### src/hw/rtl/aid_pkg.sv
// ----------------------------------------------------------------------------
// aid_pkg
// shared types, constants and register codes of the impact detector
// ----------------------------------------------------------------------------
package aid_pkg;

    // sample and configuration field widths
    localparam int SAMPLE_BITS = 13;
    localparam int THR_BITS    = 13;
    localparam int PERIOD_BITS = 10;

    // register file
    localparam int APB_DATA_BITS = 32;
    localparam int APB_ADDR_BITS = 4;

    // reset values
    localparam logic [THR_BITS-1:0]    MINOR_RESET  = THR_BITS'(200);
    localparam logic [THR_BITS-1:0]    MAJOR_RESET  = THR_BITS'(300);
    localparam logic [PERIOD_BITS-1:0] PERIOD_RESET = PERIOD_BITS'(50);
    localparam logic [PERIOD_BITS-1:0] PHASE_RESET  = PERIOD_BITS'(1);

    // register index, taken from paddr[3:2]
    typedef enum logic [1:0] {
        REG_MINOR  = 2'd0,
        REG_MAJOR  = 2'd1,
        REG_PERIOD = 2'd2
    } reg_idx_t;

    typedef enum logic [1:0] {
        CAUSE_NONE  = 2'd0,
        CAUSE_MINOR = 2'd1,
        CAUSE_MAJOR = 2'd2
    } cause_t;

    typedef logic [SAMPLE_BITS-1:0] sample_t;
    typedef sample_t [2:0]          xyz_t;

    typedef struct packed {
        logic [THR_BITS-1:0]    minor_threshold;
        logic [THR_BITS-1:0]    major_threshold;
        logic [PERIOD_BITS-1:0] refresh_period;
    } cfg_t;

    typedef struct packed {
        xyz_t                   reference_xyz;
        xyz_t                   previous_xyz;
        logic [PERIOD_BITS-1:0] refresh_phase;
        logic                   alarm_latched;
        cause_t                 latched_cause;
    } state_t;

    typedef struct packed {
        logic   alarm;
        cause_t cause;
    } result_t;

endpackage

### src/hw/rtl/aid_regs.sv
// ----------------------------------------------------------------------------
// aid_regs
// apb register file: minor threshold, major threshold, refresh period
// ----------------------------------------------------------------------------
module aid_regs (
    input  logic                             clk,
    input  logic                             rst_n,
    input  logic                             psel,
    input  logic                             penable,
    input  logic                             pwrite,
    input  logic [aid_pkg::APB_ADDR_BITS-1:0] paddr,
    input  logic [aid_pkg::APB_DATA_BITS-1:0] pwdata,
    output logic [aid_pkg::APB_DATA_BITS-1:0] prdata,
    output logic                             pready,
    output aid_pkg::cfg_t                    cfg
);

    aid_pkg::cfg_t     cfg_reg;
    aid_pkg::reg_idx_t reg_idx;
    logic              wr_en;

    assign pready  = 1'b1;
    assign reg_idx = aid_pkg::reg_idx_t'(paddr[3:2]);
    assign wr_en   = psel && penable && pwrite;
    assign cfg     = cfg_reg;

    always_ff @(posedge clk or negedge rst_n)
    begin
        if (!rst_n)
        begin
            cfg_reg.minor_threshold <= aid_pkg::MINOR_RESET;
            cfg_reg.major_threshold <= aid_pkg::MAJOR_RESET;
            cfg_reg.refresh_period  <= aid_pkg::PERIOD_RESET;
        end
        else if (wr_en)
        begin
            unique case (reg_idx)
                aid_pkg::REG_MINOR:
                    cfg_reg.minor_threshold <= pwdata[aid_pkg::THR_BITS-1:0];
                aid_pkg::REG_MAJOR:
                    cfg_reg.major_threshold <= pwdata[aid_pkg::THR_BITS-1:0];
                aid_pkg::REG_PERIOD:
                    cfg_reg.refresh_period <= pwdata[aid_pkg::PERIOD_BITS-1:0];
                default:
                begin
                    // unmapped address, write ignored
                end
            endcase
        end
    end

    always_comb
    begin
        unique case (reg_idx)
            aid_pkg::REG_MINOR:
                prdata = aid_pkg::APB_DATA_BITS'(cfg_reg.minor_threshold);
            aid_pkg::REG_MAJOR:
                prdata = aid_pkg::APB_DATA_BITS'(cfg_reg.major_threshold);
            aid_pkg::REG_PERIOD:
                prdata = aid_pkg::APB_DATA_BITS'(cfg_reg.refresh_period);
            default:
                prdata = '0;
        endcase
    end

endmodule

### src/hw/rtl/aid_eval.sv
// ----------------------------------------------------------------------------
// aid_eval
// per-sample decision: delta vote against the reference, alarm latch and
// reference refresh phase
// ----------------------------------------------------------------------------
module aid_eval (
    input  aid_pkg::xyz_t    sample,
    input  aid_pkg::state_t  cur,
    input  aid_pkg::cfg_t    cfg,
    output aid_pkg::state_t  nxt,
    output aid_pkg::result_t res
);

    localparam int DIFF_BITS = aid_pkg::SAMPLE_BITS + 1;
    localparam int CMP_BITS  = (DIFF_BITS > aid_pkg::THR_BITS) ? DIFF_BITS : aid_pkg::THR_BITS;

    logic signed [DIFF_BITS-1:0] diff      [3];
    logic        [DIFF_BITS-1:0] mag       [3];
    logic        [2:0]           over_minor;
    logic        [2:0]           over_major;
    logic        [2:0]           changed;
    logic                        armed;
    logic                        two_minor;
    logic                        fire;
    logic [aid_pkg::PERIOD_BITS-1:0] phase_a;
    logic [aid_pkg::PERIOD_BITS-1:0] phase_b;

    // modulo increment of the refresh phase
    function automatic logic [aid_pkg::PERIOD_BITS-1:0] phase_step(
        input logic [aid_pkg::PERIOD_BITS-1:0] p,
        input logic [aid_pkg::PERIOD_BITS-1:0] period
    );
        logic [aid_pkg::PERIOD_BITS:0] n;
        n = {1'b0, p} + (aid_pkg::PERIOD_BITS + 1)'(1);
        return (n >= {1'b0, period}) ? '0 : n[aid_pkg::PERIOD_BITS-1:0];
    endfunction

    always_comb
    begin
        for (int i = 0; i < 3; i++)
        begin
            diff[i] = $signed({sample[i][aid_pkg::SAMPLE_BITS-1], sample[i]})
                    - $signed({cur.reference_xyz[i][aid_pkg::SAMPLE_BITS-1],
                               cur.reference_xyz[i]});
            mag[i]  = diff[i][DIFF_BITS-1] ? DIFF_BITS'(-diff[i]) : DIFF_BITS'(diff[i]);
            over_minor[i] = CMP_BITS'(mag[i]) > CMP_BITS'(cfg.minor_threshold);
            over_major[i] = CMP_BITS'(mag[i]) > CMP_BITS'(cfg.major_threshold);
            changed[i]    = sample[i] != cur.previous_xyz[i];
        end
    end

    assign armed     = (cur.reference_xyz[0] != '0) || (cur.reference_xyz[1] != '0)
                    || (cur.reference_xyz[2] != '0);
    assign two_minor = (over_minor[0] && over_minor[1]) || (over_minor[0] && over_minor[2])
                    || (over_minor[1] && over_minor[2]);
    assign fire      = armed && (two_minor || (over_major != '0));

    // refresh on phase zero, then one more step when every axis moved
    assign phase_a = (cur.refresh_phase == '0) ?
                     phase_step(cur.refresh_phase, cfg.refresh_period) : cur.refresh_phase;
    assign phase_b = (changed == 3'b111) ? phase_step(phase_a, cfg.refresh_period) : phase_a;

    always_comb
    begin
        nxt = cur;
        if (cur.alarm_latched)
        begin
            res.alarm = 1'b1;
            res.cause = cur.latched_cause;
        end
        else if (fire)
        begin
            nxt.alarm_latched = 1'b1;
            nxt.latched_cause = two_minor ? aid_pkg::CAUSE_MINOR : aid_pkg::CAUSE_MAJOR;
            res.alarm         = 1'b1;
            res.cause         = nxt.latched_cause;
        end
        else
        begin
            if (cur.refresh_phase == '0)
            begin
                nxt.reference_xyz = sample;
            end
            nxt.refresh_phase = phase_b;
            nxt.previous_xyz  = sample;
            res.alarm         = 1'b0;
            res.cause         = aid_pkg::CAUSE_NONE;
        end
    end

endmodule

### src/hw/rtl/accel_impact_detector_top.sv
// ----------------------------------------------------------------------------
// accel_impact_detector_top
// three-axis impact detector with latched alarm and periodic reference refresh
// ----------------------------------------------------------------------------
// pipeline: the accepted sample is captured in the input register, then its
//   result in the result register; the decision logic sits between them
// throughput: one transaction per cycle while out_stall is low, limited by
//   the single result register and the state update done in the same cycle
//   the result is loaded
// reset: rst_n clears both pipeline valids, the detector state (reference and
//   previous sample zero, phase one, no alarm) and loads the register defaults
module accel_impact_detector_top (
    input  logic                                clk,
    input  logic                                rst_n,
    // apb configuration port
    input  logic                                psel,
    input  logic                                penable,
    input  logic                                pwrite,
    input  logic [aid_pkg::APB_ADDR_BITS-1:0]   paddr,
    input  logic [aid_pkg::APB_DATA_BITS-1:0]   pwdata,
    output logic [aid_pkg::APB_DATA_BITS-1:0]   prdata,
    output logic                                pready,
    // sample input channel
    input  logic                                in_valid,
    output logic                                in_stall,
    input  logic signed [aid_pkg::SAMPLE_BITS-1:0] sample_x,
    input  logic signed [aid_pkg::SAMPLE_BITS-1:0] sample_y,
    input  logic signed [aid_pkg::SAMPLE_BITS-1:0] sample_z,
    // result channel
    output logic                                out_valid,
    input  logic                                out_stall,
    output logic                                alarm,
    output logic [1:0]                          cause
);

    aid_pkg::cfg_t    cfg;
    aid_pkg::xyz_t    s1_sample_reg;
    logic             s1_valid_reg;
    aid_pkg::state_t  state_reg;
    aid_pkg::state_t  state_next;
    aid_pkg::result_t res_next;
    logic             out_valid_reg;
    logic             alarm_reg;
    aid_pkg::cause_t  cause_reg;
    logic             in_accept;
    logic             out_load;
    logic             pipe_move;

    // ------------------------------------------------------------------
    // register file
    // ------------------------------------------------------------------
    aid_regs u_regs (
        .clk     (clk),
        .rst_n   (rst_n),
        .psel    (psel),
        .penable (penable),
        .pwrite  (pwrite),
        .paddr   (paddr),
        .pwdata  (pwdata),
        .prdata  (prdata),
        .pready  (pready),
        .cfg     (cfg)
    );

    // ------------------------------------------------------------------
    // handshake
    // ------------------------------------------------------------------
    // result register can take a new value when empty or being drained
    assign out_load  = !out_valid_reg || !out_stall;
    // the registered sample moves into the result stage and updates state
    assign pipe_move = s1_valid_reg && out_load;
    // input register frees up whenever its content moves on
    assign in_stall  = s1_valid_reg && !out_load;
    assign in_accept = in_valid && !in_stall;

    // ------------------------------------------------------------------
    // input register
    // ------------------------------------------------------------------
    always_ff @(posedge clk or negedge rst_n)
    begin
        if (!rst_n)
        begin
            s1_valid_reg <= 1'b0;
        end
        else if (in_accept)
        begin
            s1_valid_reg <= 1'b1;
        end
        else if (pipe_move)
        begin
            s1_valid_reg <= 1'b0;
        end
    end

    // sample payload, no reset needed
    always_ff @(posedge clk)
    begin
        if (in_accept)
        begin
            s1_sample_reg[0] <= sample_x;
            s1_sample_reg[1] <= sample_y;
            s1_sample_reg[2] <= sample_z;
        end
    end

    // ------------------------------------------------------------------
    // decision logic
    // ------------------------------------------------------------------
    aid_eval u_eval (
        .sample (s1_sample_reg),
        .cur    (state_reg),
        .cfg    (cfg),
        .nxt    (state_next),
        .res    (res_next)
    );

    // ------------------------------------------------------------------
    // detector state, updated once per transaction as it leaves stage one
    // ------------------------------------------------------------------
    always_ff @(posedge clk or negedge rst_n)
    begin
        if (!rst_n)
        begin
            state_reg.reference_xyz <= '0;
            state_reg.previous_xyz  <= '0;
            state_reg.refresh_phase <= aid_pkg::PHASE_RESET;
            state_reg.alarm_latched <= 1'b0;
            state_reg.latched_cause <= aid_pkg::CAUSE_NONE;
        end
        else if (pipe_move)
        begin
            state_reg <= state_next;
        end
    end

    // ------------------------------------------------------------------
    // result register
    // ------------------------------------------------------------------
    always_ff @(posedge clk or negedge rst_n)
    begin
        if (!rst_n)
        begin
            out_valid_reg <= 1'b0;
        end
        else if (out_load)
        begin
            out_valid_reg <= s1_valid_reg;
        end
    end

    always_ff @(posedge clk)
    begin
        if (pipe_move)
        begin
            alarm_reg <= res_next.alarm;
            cause_reg <= res_next.cause;
        end
    end

    assign out_valid = out_valid_reg;
    assign alarm     = alarm_reg;
    assign cause     = cause_reg;

    // ------------------------------------------------------------------
    // assertions
    // ------------------------------------------------------------------
    // once latched, the alarm holds until reset
    a_latch_sticky: assert property (@(posedge clk) disable iff (!rst_n)
        state_reg.alarm_latched |=> state_reg.alarm_latched)
        else $error("alarm latch cleared without reset");

    // while latched, the reference sample is frozen
    a_ref_frozen: assert property (@(posedge clk) disable iff (!rst_n)
        state_reg.alarm_latched |=> $stable(state_reg.reference_xyz))
        else $error("reference changed while alarm latched");

    // a delivered result has a cause exactly when it raises the alarm
    a_cause_match: assert property (@(posedge clk) disable iff (!rst_n)
        out_valid_reg |-> (alarm_reg == (cause_reg != aid_pkg::CAUSE_NONE)))
        else $error("alarm and cause disagree");

    // input stalls only while stage one holds a transaction
    a_stall_cause: assert property (@(posedge clk) disable iff (!rst_n)
        in_stall |-> (s1_valid_reg && out_valid_reg && out_stall))
        else $error("input stalled without a blocked transaction");

    // state only changes when a transaction moves to the result stage
    a_state_hold: assert property (@(posedge clk) disable iff (!rst_n)
        !pipe_move |=> $stable(state_reg))
        else $error("detector state changed without a transaction");

endmodule

### config.mk
export PLATFORM = sky130hd
export DESIGN_NAME = accel_impact_detector_top
export DESIGN_NICKNAME = d
export VERILOG_FILES = /design/src/hw/rtl/aid_pkg.sv /design/src/hw/rtl/aid_regs.sv /design/src/hw/rtl/aid_eval.sv /design/src/hw/rtl/accel_impact_detector_top.sv
export SDC_FILE = /design/constraint.sdc
export NUM_CORES = 1
export LEC_CHECK = 0
export BUFFER_PORTS_ARGS = -buffer_cell sky130_fd_sc_hd__buf_2
export CORE_ASPECT_RATIO = 0.8
export CORE_MARGIN = 5
export CORE_UTILIZATION = 35
export DETAILED_ROUTE_END_ITERATION = 6
export GPL_TIMING_DRIVEN = 0
export HOLD_SLACK_MARGIN = 0.08
export PLACE_DENSITY = 0.53
export SYNTH_ARGS = -nofsm -noshare
export SYNTH_HDL_FRONTEND = slang
export SYNTH_SLANG_ARGS = --single-unit
### constraint.sdc
create_clock -name clk -period 12.05 [get_ports clk]
set_clock_uncertainty 0.15 [all_clocks]
set_input_delay 1.8075 -clock clk [delete_from_list [all_inputs] [get_ports clk]]
set_output_delay 1.8075 -clock clk [all_outputs]
set_load 0.02 [all_outputs]
; Word level (Yosys, flattened, before mapping)
; Index checks and enable logic that the tools add are counted.
; W data, S select, Z words.
[totals]
reg_bits = 171
inputBits = 82
elab_cells = 90
[classes]
n_addsub = 8
n_lt_le_gt_ge = 8
n_eq_ne = 6
muxes = 15
bitwise = 2
reduce_logical = 32
[ops]
columns = operator, n
row1 = $gt A14 B13 Y1, 6
row2 = $mux W14, 3
row3 = $neg A14 Y14, 3
row4 = $sub A13 B13 Y14, 3
row5 = $mux W10, 4
row6 = $ne A13 B13 Y1, 3
row7 = $pmux W13 S3, 1
row8 = $reduce_bool A13 Y1, 3
row9 = $add A10 B1 Y11 const B, 2
row10 = $ge A11 B10 Y1, 2
row11 = $logic_not A10 Y1, 1
row12 = $logic_and A1 B1 Y1, 9
row13 = $mux W3, 3
row14 = $logic_or A1 B1 Y1, 6
row15 = $reduce_and A2 Y1, 3
row16 = $reduce_and A3 Y1, 2
row17 = $logic_not A1 Y1, 4
row18 = $mux W2, 2
row19 = $reduce_and A4 Y1, 1
row20 = $eq A3 B3 Y1 const B, 1
row21 = $reduce_bool A3 Y1, 1
row22 = $eq A2 B1 Y1 const B, 1
row23 = $eq A2 B2 Y1 const B, 1
row24 = $logic_not A2 Y1, 1
row25 = other kinds (3), 5

; Logic depth before layout (Yosys ltp)
; Gate-level depths: netlist (run 1).
[logic_depth]
ltp_word = 11
mapped_depth = 26

; Cells and area by module
; A second synthesis (run 1) with hierarchy kept.
[unflattened]
cells_unflattened = 1391
hier_area_um2 = 14398.8
[by_module_without_submodules]
columns = mod, n_inst, cells_per_inst, area_per_inst_um2, seq_area_each_um2
row1 = aid_eval, 1, 1006, 7424.6, 0.0
row2 = accel_impact_detector_top, 1, 242, 5146.2, 3589.7
row3 = aid_regs, 1, 143, 1828.0, 913.4

; Worst setup path after synthesis (run 1)
; Ideal clock, no wire load.
[synth_timing]
path_kind = reg-to-reg
from = register s1_sample_reg[13] (netlist name)
to = register state_reg[57] (netlist name)
setup_ns = 0.125
t_arrival_ns = 5.201
required_ns = 11.775
slack_ns = 6.574
stages_incl_launch_ff = 25
n_path_buf = 2
path_cell_list = edfxtp_1 -> inv_1 -> ha_1 -> fa_1 -> nand2b_1 -> a21oi_1 -> xor2_1 -> or3_1 -> nor3b_1 -> nor2b_1 -> a21oi_1 -> xnor2_1 -> ha_1 -> and4_1 -> or3b_2 -> o21ai_0 -> a31oi_1 -> a41oi_2 -> o311a_1 -> o2111ai_2 -> a21oi_4 -> nand2b_2 -> buf_6 -> buf_6 -> mux2_4
[synth_between]
elab_chain_cells = 11
[synth_rtl]
columns = element, line_no
row1 = start: declaration, accel_impact_detector_top.sv:37  ; aid_pkg::xyz_t s1_sample_reg;
row2 = $sub A13 B13 Y14 *, aid_eval.sv:43  ; - $signed({cur.reference_xyz[i][aid_pkg::SAMPLE_BITS-1],
row3 = $neg A14 Y14, aid_eval.sv:45  ; mag[i] = diff[i][DIFF_BITS-1] ? DIFF_BITS'(-diff[i]) : DIFF_BITS'(diff[i]);
row4 = $mux W14 *, aid_eval.sv:45
row5 = $gt A14 B13 Y1, aid_eval.sv:46  ; over_minor[i] = CMP_BITS'(mag[i]) > CMP_BITS'(cfg.minor_threshold);
row6 = $logic_and A1 B1 Y1, aid_eval.sv:54  ; assign two_minor = (over_minor[0] && over_minor[1]) || (over_minor[0] && over_minor[2])
row7 = $logic_or A1 B1 Y1, aid_eval.sv:54
row8 = $logic_or A1 B1 Y1, aid_eval.sv:55  ; || (over_minor[1] && over_minor[2]);
row9 = $logic_or A1 B1 Y1 *, aid_eval.sv:56  ; assign fire = armed && (two_minor || (over_major != '0));
row10 = $logic_and A1 B1 Y1 *, aid_eval.sv:56
row11 = $not A1 Y1 (no source line) *, --
row12 = $reduce_and A4 Y1 (no source line) *, --
row13 = end signal: assignment, accel_impact_detector_top.sv:132  ; state_reg <= state_next;
row14 = end: declaration, accel_impact_detector_top.sv:39  ; aid_pkg::state_t state_reg;
; Mark *: on every way between the ends. The rest lies on a longest branch, timed or not.
; A chain may end at the register's enable or synchronous reset.

; Final worst setup path (run 1)
[layout_timing]
from = register s1_sample_reg[13] (netlist name)
to = register state_reg[59] (netlist name)
; The elaborated chain is that of the path after synthesis.

==> flow_summary.ini, run 1 <==
[floorplan]
io_pins = 120
core_um2 = 36100
dieArea_um2 = 40800
die_h_um = 182
die_width_um = 224
initial_core_util_pct = 35.6
num_rows = 62

[worst_hold_path]
hp-class = reg2reg

[timing]
period_minus_slack_ps = 6800
setup_viol = 0
slew_headroom_pct = 14.4
drv_slew = 0
rsz0062_at_grt = false
worst_slack_ps = 5250
fin_crit_sh_pct = 56.4
worstMarginPinSlew_ps = 1280
setup_tns_ps = 0
hold_viol = 0
max_freq_ghz = 0.147

[cts]
cts_hold_buf = 0
ctsResizeCount = 0
cts.htree.levels = 4
cts_tree = yes
clk_pin_slew_ps = 70
cts_setup_buffers = 0
clock_tree.root_cell = clkbuf_16
cts_buffer_depth = 2
cts_sinks = 171
cts_buffers = 17
clk_latency_ps = 460

[logic_synthesis]
synth-warning-count = 0
synth_seq_area_share_pct = 35.0
synthCells = 1323
async_reset_ff_share_pct = 75.4
ys_seq_elements = 171
synth.avg_cell_area_um2 = 9.73
synth-edff-count = 42
syn_area_um2 = 12900
yosysUniqueCellTypes = 81
yosys_most_used_dff = dfrtp_1

[route]
wire_per_inst_um = 17.6
antenna_left = 0
dr.first_iter.drc_count = 498
via_per_inst = 5.18
detail_route.wirelength_um = 34000
drt_pre_antenna_iters = 5
vias = 10000
remaining_drc_errors = 0

[setup_path]
crit_chain = inv_1 > ha_1 > fa_1 > nand2b_1 > a21boi_0 > nor4b_1 > a211oi_1 > nor3b_1 > nor2b_1 > a21oi_1 > xnor2_1 > ha_1 > nand4_1 > nor4_1 > nor3_1 > o21a_1 > nor4bb_1 > o311a_1 > o2111ai_2 > a21oi_4 > nand2b_2 > buf_6 > buf_6 > mux2_4
path_class = reg2reg
worstSetupStartpointType = flop
slowest_delay_ps = 540
worst_ep_arrival_time_ps = 6990
crit_path_end_kind = flop
slowest_stage = nor4bb_1
crit_family = simple AND/OR/NAND/NOR gates
required_ps = 12240
cp.buffers_inverters = 3
crit_fanout = 10

[job]
drv_cap = 0

[power_and_ir_drop]
p_leak_nw = 6.59
power_mw = 1.91
peakVddDrop_v = 0.0000852
power.density_nw_per_um2 = 131

[final_layout]
fill_cells = 3611
largest_reg_flops = 91
nNetsFinal = 1667
multi_input_area_um2 = 7760
area_growth_pct = 13.1
final_common_cell = ha_1
antenna-diode-count = 0
regArea_um2 = 4500
most-common-layout-cells = 143 x ha_1, 118 x dfrtp_1, 103 x inv_1
final_cell_area_um2 = 14600
finalNonFillerCells = 1932
drive_gt1_share_pct = 17.8

[placement]
pre_cts_ws_ps = 5290
port_buffers = 77
gp_congestion = 0.882
placed_area_um2 = 14000
hpwl_um = 27100
place_inst = 1900

[grt]
grt_pass1_wl_um = 53900
grt_max_degree = 74
antenna_found_initial = 0
grt_pass1_vias = 9790
grt_usage_pct = 16.8
grt_overflow = 0

[status]
status = finished, final reports clean
-- where the power goes --
part | leakage, nW | internal (mW) | switching (mW)
combinational | 4.24 | 0.271 | 0.378
clock | 0.280 | 0.297 | 0.259
sequential | 2.07 | 0.660 | 0.0459
total | 6.59 | 1.23 | 0.682
-- synthesized netlist by cell type (all sizes together), types with 13 or more instances --
cell	instances	area, um^2
a21o	28	210
mux2	90	1040
nand2b	20	128
dfrtp	118	2950
nand2	87	327
nor2b	19	119
buf	32	229
o21a	15	113
inv	103	387
o21ai	79	395
clkbuf	19	71.3
a31oi	13	81.3
nor2	71	267
edfxtp	42	1260
nand3	31	155
nor4	23	144
nand4	22	138
mux2i	21	210
ha	143	1790
a21oi	78	402
xnor2	72	631
xor2	41	359
-- metal layers --
| metal | wire length [um] | vias up | track usage (%) |
|---|---|---|---|
| met2 | 14500 | 163 | 25.0 |
| met3 | 1550 | 23 | 4.13 |
| met5 | 0 | - | 0 |
| met4 | 452 | 0 | 3.55 |
| li1 | - | 4987 | - |
| met1 | 17500 | 4828 | 24.6 |
-- cell type report --
| type | instances | share of cell area, % |
|---|---|---|
| multi-input cells | 1016 | 53.3 |
| flip-flops and latches | 171 | 30.9 |
| well taps | 480 | 4.12 |
| clock buffers | 20 | 3.07 |
| repair buffers | 79 | 3.02 |
| inverters | 103 | 2.65 |
| plain buffers | 51 | 2.06 |
| clock inverters | 12 | 0.894 |
-- stage by stage --
stage,hold slack (ps),utilization [%]
global placement,310,38.5
CTS,333,40.3
detailed placement,331,38.7
finish,328,40.3
floorplan,298,-
global route,366,40.3
-- cell families (layout without fill, tap and decap cells) --
kind of cell	after synthesis	after routing	share of synthesized area, %
buffers and inverters	154	265	5.33
AO/OA/AOI/OAI	299	299	15.1
multiplexers	111	111	9.71
other	2	20	0.0583
XOR/XNOR	113	113	7.69
adder cells (fa/ha/maj)	146	146	14.4
AND/OR/NAND/NOR	327	327	12.8
flip-flops	171	171	35.0
-- path summary, 6_finish.rpt --
check / startpoint / endpoint / slack [ps] / depth (start not counted)
worst max register to register: s1_sample_reg[13]$_DFFE_PP_ / state_reg[59]$_DFFE_PN0P_ / 5250 / 24
worst max-delay path: s1_sample_reg[13]$_DFFE_PP_ / state_reg[59]$_DFFE_PN0P_ / 5250 / 24
worst min register to register: s1_valid_reg$_DFFE_PN0P_ / out_valid$_DFFE_PN0P_ / 330 / 1
max in group asynchronous: rst_n / state_reg[73]$_DFFE_PN0P_ / 9790 / 2
min in group asynchronous: rst_n / out_valid$_DFFE_PN0P_ / 1160 / 1
worst min-delay path: s1_valid_reg$_DFFE_PN0P_ / out_valid$_DFFE_PN0P_ / 330 / 1
No activity file was read; power rests on OpenSTA's default activity.
==> run 2: changes to the inputs <==
--- a/config.mk
+++ b/config.mk
@@ -5,6 +5,7 @@
 export SDC_FILE = /design/constraint.sdc
 export NUM_CORES = 1
 export LEC_CHECK = 0
+export ABC_AREA = 1
 export BUFFER_PORTS_ARGS = -buffer_cell sky130_fd_sc_hd__buf_2
 export CORE_ASPECT_RATIO = 0.8
 export CORE_MARGIN = 5
==> constraint.sdc (replaced) <==
create_clock -name clk -period 6.8 [get_ports clk]
set_clock_uncertainty 0.15 [all_clocks]
set_input_delay 1.02 -clock clk [delete_from_list [all_inputs] [get_ports clk]]
set_output_delay 1.02 -clock clk [all_outputs]
set_load 0.02 [all_outputs]
==> run 2 against run 1 <==
Compared with the run above: routed wire length grew 17%; via count grew 22%; critical path depth grew 7; synthesized cell count grew 42%; register-to-register slack lost 4400 ps; global-route usage grew 1.5 points; clock power grew 83%; largest power group unchanged.
==> flow_summary.ini, run 2 <==
[cts]
ctsResizeCount = 0
clock_tree.root_cell = clkbuf_16
cts_sinks = 171
cts_buffer_depth = 2
clk_pin_slew_ps = 80
cts_buffers = 17
cts.htree.levels = 4
cts_tree = yes
cts_setup_buffers = 0
clk_latency_ps = 460
cts_hold_buf = 0

[setup_path]
crit_path_end_kind = flop
crit_family = simple AND/OR/NAND/NOR gates
worst_ep_arrival_time_ps = 6130
path_class = reg2reg
worstSetupStartpointType = flop
required_ps = 6990
slowest_delay_ps = 370
crit_fanout = 7
cp_common_cell = nand2_1
slowest_stage = ha_1
cp.buffers_inverters = 5

[logic_synthesis]
yosysMostFrequentCell = nand2_1
synth_top_cell_area_share_pct = 21.5
async_reset_ff_share_pct = 75.4
yosysTopAreaCell = dfrtp_1
synth_seq_area_share_pct = 32.8
synth-edff-count = 42
synthTopCellsByArea = dfrtp_1 21%, nand2_1 17%, ha_1 13%
synth-warning-count = 0
yosys_most_used_dff = dfrtp_1
yosys-top-cells-count = 613 x nand2_1, 282 x inv_1, 143 x ha_1
syn_area_um2 = 13700
synth.avg_cell_area_um2 = 7.31
yosysUniqueCellTypes = 48
ys_seq_elements = 171
synthCells = 1880

[floorplan]
num_rows = 64
initial_core_util_pct = 35.7
die_h_um = 187
io_pins = 120
dieArea_um2 = 43400
die_width_um = 232
core_um2 = 38500

[final_layout]
drive_gt1_share_pct = 10.2
antenna-diode-count = 0
largest_reg_flops = 91
most-common-layout-cells = 613 x nand2_1, 281 x inv_1, 143 x ha_1
nNetsFinal = 2224
final_cell_area_um2 = 15500
final_common_cell = nand2_1
area_growth_pct = 12.8
finalNonFillerCells = 2537

[placement]
place_inst = 2505
placed_area_um2 = 14900
pre_cts_ws_ps = 967
gp_congestion = 0.873
hpwl_um = 31200
port_buffers = 78

[grt]
use_met2_pct = 26.5
grt_overflow = 0
use_met3_pct = 3.16
grt_usage_pct = 18.2
grt_pass1_vias = 11400
use_met1_pct = 28.2
grt_pass1_wl_um = 62900
grt_max_degree = 81
antenna_found_initial = 0
busiest_layer = met1

[timing]
hold_viol = 0
worst_slack_ps = 861
drv_slew = 0
max_freq_ghz = 0.168
slew_headroom_pct = 41.3
fin_crit_sh_pct = 87.3
setup_viol = 0
setup_tns_ps = 0
worstMarginPinSlew_ps = 880
rsz0062_at_grt = false
period_minus_slack_ps = 5940

[route]
dr.first_iter.drc_count = 913
wire_per_inst_um = 15.6
antenna_left = 0
detail_route.wirelength_um = 39700
drt_pre_antenna_iters = 5
vias = 12200
via_per_inst = 4.82
remaining_drc_errors = 0

[power_and_ir_drop]
combPwrFrac_pct = 33.5
p_sw_share_pct = 38.5
pwr-share-seq_pct = 35.8
p_sw_mw = 1.28
peakVddDrop_v = 0.000232
p_leak_nw = 8.32
pwr-share-clk_pct = 30.7
internal_power_mw = 2.05
power.density_nw_per_um2 = 215

[worst_hold_path]
hp-class = reg2reg

[status]
status = finished, final reports clean

[job]
drv_cap = 0
[run 2: cell types whose count changed after synthesis, sizes merged, moves of 21 or more]
| cell | change |
|---|---|
| a21o | -26 |
| nand3 | +62 |
| inv | +189 |
| xnor2 | -47 |
| nand4 | +91 |
| mux2 | -90 |
| mux2i | -21 |
| a21oi | -27 |
| nand2 | +537 |
[run 2: path summary, 6_finish.rpt]
path,start,endpoint,slack (ps),cells after the start
min in group asynchronous,rst_n,state_reg[29]$_DFFE_PN0P_,360,1
max,state_reg[7]$_DFFE_PN0P_,state_reg[5]$_DFFE_PN0P_,860,31
max in group asynchronous,rst_n,u_regs.cfg[12]$_DFFE_PN1P_,5290,2
min reg2reg,state_reg[0]$_DFFE_PN0P_,state_reg[0]$_DFFE_PN0P_,340,2
max reg2reg,state_reg[7]$_DFFE_PN0P_,state_reg[5]$_DFFE_PN0P_,860,31
min,state_reg[0]$_DFFE_PN0P_,state_reg[0]$_DFFE_PN0P_,340,2
[run 2: kinds of logic after synthesis]
logic type / Yosys count / share of synthesized area [%]
buffers and inverters: 361 / 11.2
AO/OA/AOI/OAI: 150 / 6.15
flip-flops: 171 / 32.8
adder cells (fa/ha/maj): 146 / 13.5
AND/OR/NAND/NOR: 965 / 30.8
other: 2 / 0.0547
XOR/XNOR: 85 / 5.53
[run 2: tightest hold or removal path: stages, from the launching register on]
cell and delay, ps:
dfrtp_1 350, nand2_1 60, nand2_1 50
[run 2: per-layer routing]
| metal | wire, um | vias up |
|---|---|---|
| li1 | - | 6298 |
| met1 | 20800 | 5618 |
| met2 | 16400 | 267 |
| met3 | 1910 | 33 |
| met4 | 592 | 0 |
| met5 | 0 | - |
[run 2: cell type report]
type	count	area [um^2]
buffer	69	445
tap	528	661
timing repair buffer	79	424
sequential	171	4500
clock buffer	17	425
inverter	292	1100
multi-input combinational	1366	7760
clock inverter	15	183
fill	4059	23000
[run 2: power by group through the flow]
| stage | combinational (mW) | sequential [mW] | clock, mW |
|---|---|---|---|
| after floorplan | 0.807 | 1.19 | 0 |
| after global placement | 1.08 | 1.21 | 0 |
| after detailed placement | 1.12 | 1.21 | 0 |
| after CTS | 1.12 | 1.19 | 1.06 |
| after global routing | 1.29 | 1.20 | 1.09 |
| final | 1.12 | 1.19 | 1.02 |
[run 2: through the flow]
step	hold slack, ps	util, %	total power [mW]
3_3_place_gp	310	38.6	2.29
5_1_grt	345	40.2	3.59
4_1_cts	336	40.2	3.37
6_report	339	40.2	3.33
2_1_floorplan	292	-	1.99
3_5_place_dp	320	38.7	2.33
